`config.mk`:
```
export PLATFORM = sky130hd
export DESIGN_NAME = rntvl_front_flat
export DESIGN_NICKNAME = d
export VERILOG_FILES = /design/src/hw/rtl/rntvl_pkg.sv /design/src/hw/rtl/rntvl_req_if.sv /design/src/hw/rtl/rntvl_front.sv /design/src/flat_wrapper.sv
export SDC_FILE = /design/constraint.sdc
export NUM_CORES = 1
export LEC_CHECK = 0
export BUFFER_PORTS_ARGS = -buffer_cell sky130_fd_sc_hd__buf_2
export CELL_PAD_IN_SITES_DETAIL_PLACEMENT = 1
export CELL_PAD_IN_SITES_GLOBAL_PLACEMENT = 1
export CORE_MARGIN = 2
export CORE_UTILIZATION = 30
export DETAILED_ROUTE_END_ITERATION = 12
export PLACE_DENSITY_LB_ADDON = 0.1
export SLEW_MARGIN = 20
export SYNTH_ARGS = -nofsm -noshare
export SYNTH_HDL_FRONTEND = slang
export SYNTH_SLANG_ARGS = --single-unit
```
`constraint.sdc`:
```
create_clock -name clk_i -period 8.55 [get_ports clk_i]
set_clock_uncertainty 0.2 [all_clocks]
set_input_delay 1.2825 -clock clk_i [delete_from_list [all_inputs] [get_ports clk_i]]
set_output_delay 1.2825 -clock clk_i [all_outputs]
set_load 0.005 [all_outputs]
```
`src/hw/rtl/rntvl_pkg.sv`:
```
// shared types and constants for the raft node
package rntvl_pkg;
  localparam int unsigned LogDepth = 64;
  localparam int unsigned MaxNodes = 16;
  localparam int unsigned IdxW = $clog2(LogDepth);
  localparam int unsigned PosW = 7;
  localparam int unsigned CfgIdxW = 2;
  localparam int unsigned CfgDataW = 16;
  localparam int unsigned QDepth = 2;
  localparam logic [4:0] NoVote = 5'd16;

  typedef enum logic [2:0] {
    CmdAppend = 3'd0, CmdVote = 3'd1, CmdHigher = 3'd2, CmdElect = 3'd3,
    CmdLeader = 3'd4, CmdCommit = 3'd5, CmdApply = 3'd6, CmdTick = 3'd7
  } cmd_e;

  localparam logic [1:0] RoleFollower = 2'd0;
  localparam logic [1:0] RoleCandidate = 2'd1;
  localparam logic [1:0] RoleLeader = 2'd2;

  localparam logic [CfgIdxW-1:0] CfgOwnNode = 2'd0;
  localparam logic [CfgIdxW-1:0] CfgHeartbeat = 2'd1;
  localparam logic [CfgIdxW-1:0] CfgElecMin = 2'd2;
  localparam logic [CfgIdxW-1:0] CfgElecMax = 2'd3;

  typedef struct packed {
    logic [2:0]  command;
    logic [31:0] event_tag;
    logic [47:0] stamp_ms;
    logic [1:0]  entry_kind;
    logic [31:0] peer_term;
    logic [3:0]  peer_node;
    logic [6:0]  commit_target;
    logic [9:0]  jitter;
  } req_t;

  typedef struct packed {
    logic        accepted;
    logic [6:0]  log_position;
    logic [31:0] term_now;
    logic [1:0]  role;
    logic        heartbeat_expired;
    logic        election_expired;
    logic [31:0] out_event;
    logic [47:0] out_stamp;
    logic [1:0]  out_kind;
    logic        last;
  } rsp_t;

  // classified request from front to back
  typedef struct packed {
    cmd_e        cmd;
    logic [31:0] event_tag;
    logic [47:0] stamp_ms;
    logic [1:0]  entry_kind;
    logic [31:0] peer_term;
    logic [3:0]  peer_node;
    logic [6:0]  commit_target;
    logic [9:0]  jitter;
    logic        target_ok;
  } op_t;
endpackage

```
`src/hw/rtl/rntvl_req_if.sv`:
```
// request and response channel interfaces
interface rntvl_req_if import rntvl_pkg::*; ();
  logic valid;
  logic ready;
  req_t data;
  modport source (output valid, output data, input ready);
  modport sink (input valid, input data, output ready);
endinterface


```
`src/hw/rtl/rntvl_front.sv`:
```
// front end: accepts requests, classifies them, queues them
module rntvl_front import rntvl_pkg::*; (
  input  logic clk_i,
  input  logic rst_ni,
  rntvl_req_if.sink req,
  output logic op_valid_o,
  output op_t  op_o,
  input  logic op_ready_i
);
  op_t q_q [QDepth];
  logic wp_q, rp_q;
  logic [1:0] cnt_q;
  logic push, pop;
  op_t op_in;

  always_comb begin
    op_in.cmd = cmd_e'(req.data.command);
    op_in.event_tag = req.data.event_tag;
    op_in.stamp_ms = req.data.stamp_ms;
    op_in.entry_kind = req.data.entry_kind;
    op_in.peer_term = req.data.peer_term;
    op_in.peer_node = req.data.peer_node;
    op_in.commit_target = req.data.commit_target;
    op_in.jitter = req.data.jitter;
    op_in.target_ok = (req.data.commit_target != '0)
                   && (req.data.commit_target <= PosW'(LogDepth));
  end

  assign req.ready = (cnt_q != 2'(QDepth));
  assign push = req.valid && req.ready;
  assign op_valid_o = (cnt_q != '0);
  assign op_o = q_q[rp_q];
  assign pop = op_valid_o && op_ready_i;

  always_ff @(posedge clk_i) begin
    if (push) q_q[wp_q] <= op_in;
  end

  always_ff @(posedge clk_i or negedge rst_ni) begin
    if (!rst_ni) begin
      wp_q <= 1'b0;
      rp_q <= 1'b0;
      cnt_q <= '0;
    end else begin
      if (push) wp_q <= ~wp_q;
      if (pop) rp_q <= ~rp_q;
      cnt_q <= cnt_q + 2'(push) - 2'(pop);
    end
  end
endmodule

```
`src/flat_wrapper.sv`:
```
// flat-port wrapper written by rule: the top's interface ports become plain ports
module rntvl_front_flat import rntvl_pkg::*;
  (clk_i, rst_ni, op_valid_o, op_o, op_ready_i, req_valid, req_data, req_ready);
  rntvl_req_if req_i ();
  input  logic clk_i;
  input  logic rst_ni;
  output logic op_valid_o;
  output op_t op_o;
  input  logic op_ready_i;
  input wire logic [$bits(req_i.valid)-1:0] req_valid;
  input wire logic [$bits(req_i.data)-1:0] req_data;
  output wire logic [$bits(req_i.ready)-1:0] req_ready;
  assign req_i.valid = req_valid;
  assign req_i.data = req_data;
  assign req_ready = req_i.ready;
  rntvl_front u_core (.clk_i(clk_i), .rst_ni(rst_ni), .req(req_i), .op_valid_o(op_valid_o), .op_o(op_o), .op_ready_i(op_ready_i));
endmodule
```
==> results.md <==
- Status: complete, no violations
- CTS H-Tree Depth: 2
- Drt first pass iters: 4
- CP max FO: 73
- Final Cycle Share: 0.534
- CP arrival: ~3.1 ns
- Num CTS Buffers: 34
- R2R setup slack: ~5.3 ns
- Die width: roughly 190 µm
- Slew HR: 0.320
- Ys async rst share: 0.0142
- Syn. warnings: 0
- Post-synthesis sequential area ratio: 0.824
- Worst setup path class: reg2out
- Reg-to-reg startpoint: u_core.cnt_q[0]
- Synth Register Bits: between 200 and 300
- Die Height: about 190 µm
- Vias in the first global route: slightly below 6,000
- Fmax: 0.219 GHz
- First-pass GRT wire length: approximately 35,000 µm
- Vias: around 5,300
- Number of flops mapped to enable cells by yosys: approximately 280
- Hold path startpoint: u_core.cnt_q[1]
- Main flop type after synthesis: edfxtp_1
- Setup Viol. Count Final: 0
- Max Cap Violations: 0
- Initial core utilization: 0.305
- Area growth from synthesis to layout: 29.1%
- Post-route ant nets: 0
- Buffers & Inverters on Critical Path: 2
- Cell Rows: between 60 and 70
- Delay of the slowest critical-path stage: about 1.1 ns
- Grt total ovfl: 0
- FF-to-FF End: u_core.q_q[1][94]
- Slew Viols, Final: 0
- CTS Hold Bufs: 0
- Clk Latency, worst-skew pair: approximately 0.5 ns
- Placer Congestion: 0.728
- Syn nets: 599
- Min Clock Period, post-route: 4.57 ns
- Leak: roughly 0.0049 µW
- DP HPWL: around 15,000 µm
- Initial antenna violation count: 6
- GRT Util Overall: 0.128
- Port Buffer Count: 282
- Synth Area per Inst: between 20 and 25 µm²
- Clock Path Buffers: 3
- Post-route DRC: 0
- Critical path required time: slightly above 7 ns
- Worst Tran Pin Value: 1.02 ns
- Top Family by Delay on Critical Path: flip-flops
- Hold path depth: 1
- Worst-case reg-to-reg path depth: 4
- Pre-CTS setup slack: 4.36 ns
- RSZ-0062 raised after global routing: false
- CP Depth: 3
- TNS Setup: 0 ns
- Share of cells above drive strength 1: 0.580
- Hold Violations, Final: 0
- Nets: 905
- Fillers: 3,342
- I/O pin cnt: 283
- DRT Wirelength: between 20,000 and 25,000 µm
- Cell area after layout: approximately 0.013 mm²
- Hold Crit Class: reg2reg
- Crit-path cells: buf_4, mux2_2, buf_2
- Clock Pin Slew Worst Setup and Hold Paths: around 0.06 ns
- CTS tree: yes
- Syn Inst Count: 455
- CTS sink cnt: approximately 280
- Core area: around 0.034 mm²
- Worst vdd ir: 0.243 mV
- Routed len/inst: between 15 and 20 µm
- Fin worst setup slack: about 4.0 ns
- 1st-iter DRT viols: 179
- Mapped Area: 0.0103 mm²
- Pin count of the biggest net entering global routing: ~110
- Post-cts resize count: 0
- Die area: 0.0357 mm²
- Via/cell ratio: 4.30
- Post-CTS setup buffers: 0
- Cell area after placement: around 0.012 mm²
- PnR Total Power: between 4000 and 5000 µW
- Library cells used by synthesis: 19
- Clock root buffer: clkbuf_16
- WHS Endpoint: u_core.cnt_q[1]
- Startpoint Class: flip-flop
- Critical-path top delay cell: dfrtp_4
- CP Capture Type: output port
- Power Density: between 300 and 400 mW/mm²
## worst register-to-register path, cell delays in order, from the launching register on
cell and delay, ns:
dfrtp_1 0.36, nand2b_1 0.19, and3_4 0.82, buf_4 0.59
buf_4 0.67
## cell usage in the layout, fill, tap and decap left out, drive strengths merged
master	synthesis	routed
buf	15	286
edfxtp	278	278
mux2	139	139
clkbuf	1	43
clkinv	0	7
diode	0	4
xnor2	4	4
inv	3	4
dfrtp	4	4
ha	2	2
bufinv	0	2
nand2b	1	1
nand2	1	1
or2	1	1
and2	1	1
and3	1	1
or4	1	1
nor3	1	1
nor2	1	1
xor2	1	1
## worst max path at each step
stage	start	endpoint
2_1_floorplan	req_valid	u_core.q_q[0][0]
3_3_place_gp	u_core.rp_q	op_o[124]
3_5_place_dp	u_core.rp_q	op_o[124]
4_1_cts	u_core.rp_q	op_o[124]
5_1_grt	u_core.rp_q	op_o[66]
6_report	u_core.rp_q	op_o[66]
## registers in the layout (all words and copies together) (netlist names)
signal        flops
u_core.wp_q       1
u_core.rp_q       1
u_core.q_q      278
u_core.cnt_q      2
## logic make-up after synthesis
| family | Yosys count | share of synthesized area |
|---|---|---|
| xor gates and xnor gates | 5 | 0.00427 |
| and+or+nand+nor | 8 | 0.00525 |
| buffers and inverters | 19 | 0.0115 |
| adders and majority gates | 2 | 0.00244 |
| muxes | 139 | 0.153 |
| DFF | 282 | 0.824 |
## metal layers
metal	share of wire	track usage	vias up
li1	-	-	2423
met1	0.41	0.152	2610
met2	0.47	0.207	207
met3	0.099	0.0601	48
met4	0.020	0.0376	6
met5	0.0015	0	-
## cell usage after synthesis, types with 2 or more instances
library cell	n	area (µm²)
mux2_2	118	1330
buf_2	4	20.0
mux2_1	21	236
edfxtp_1	278	8350
dfrtp_1	4	100
inv_1	3	11.3
buf_4	11	82.6
xnor2_1	4	35.0
ha_1	2	25.0
## where the power goes
part           switching [µW]  total (µW)  internal [µW]
Combinational             569        1110            544
Clock                     513        1350            835
Sequential                131        2020           1890
## metrics by stage
step	utilization	hold WS, ns	instances
final	0.394	0.302	1230
after detailed placement	0.362	0.292	1173
after CTS	0.393	0.310	1226
after floorplan	-	0.260	455
after global placement	0.362	0.280	1173
after global routing	0.393	0.335	1227
## final cells by class
class / instances / area [µm²] / area share
Tap cell: 448 / 561 / 0.0424
Sequential cell: 282 / 8450 / 0.639
Multi-Input combinational cell: 154 / 1700 / 0.128
Clock buffer: 43 / 948 / 0.0717
Clock inverter: 10 / 96.3 / 0.00728
Antenna cell: 4 / 10.0 / 0.000756
Inverter: 3 / 11.3 / 0.000851
Timing Repair Buffer: 286 / 1450 / 0.110
No activity file was read; power rests on OpenSTA's default activity.
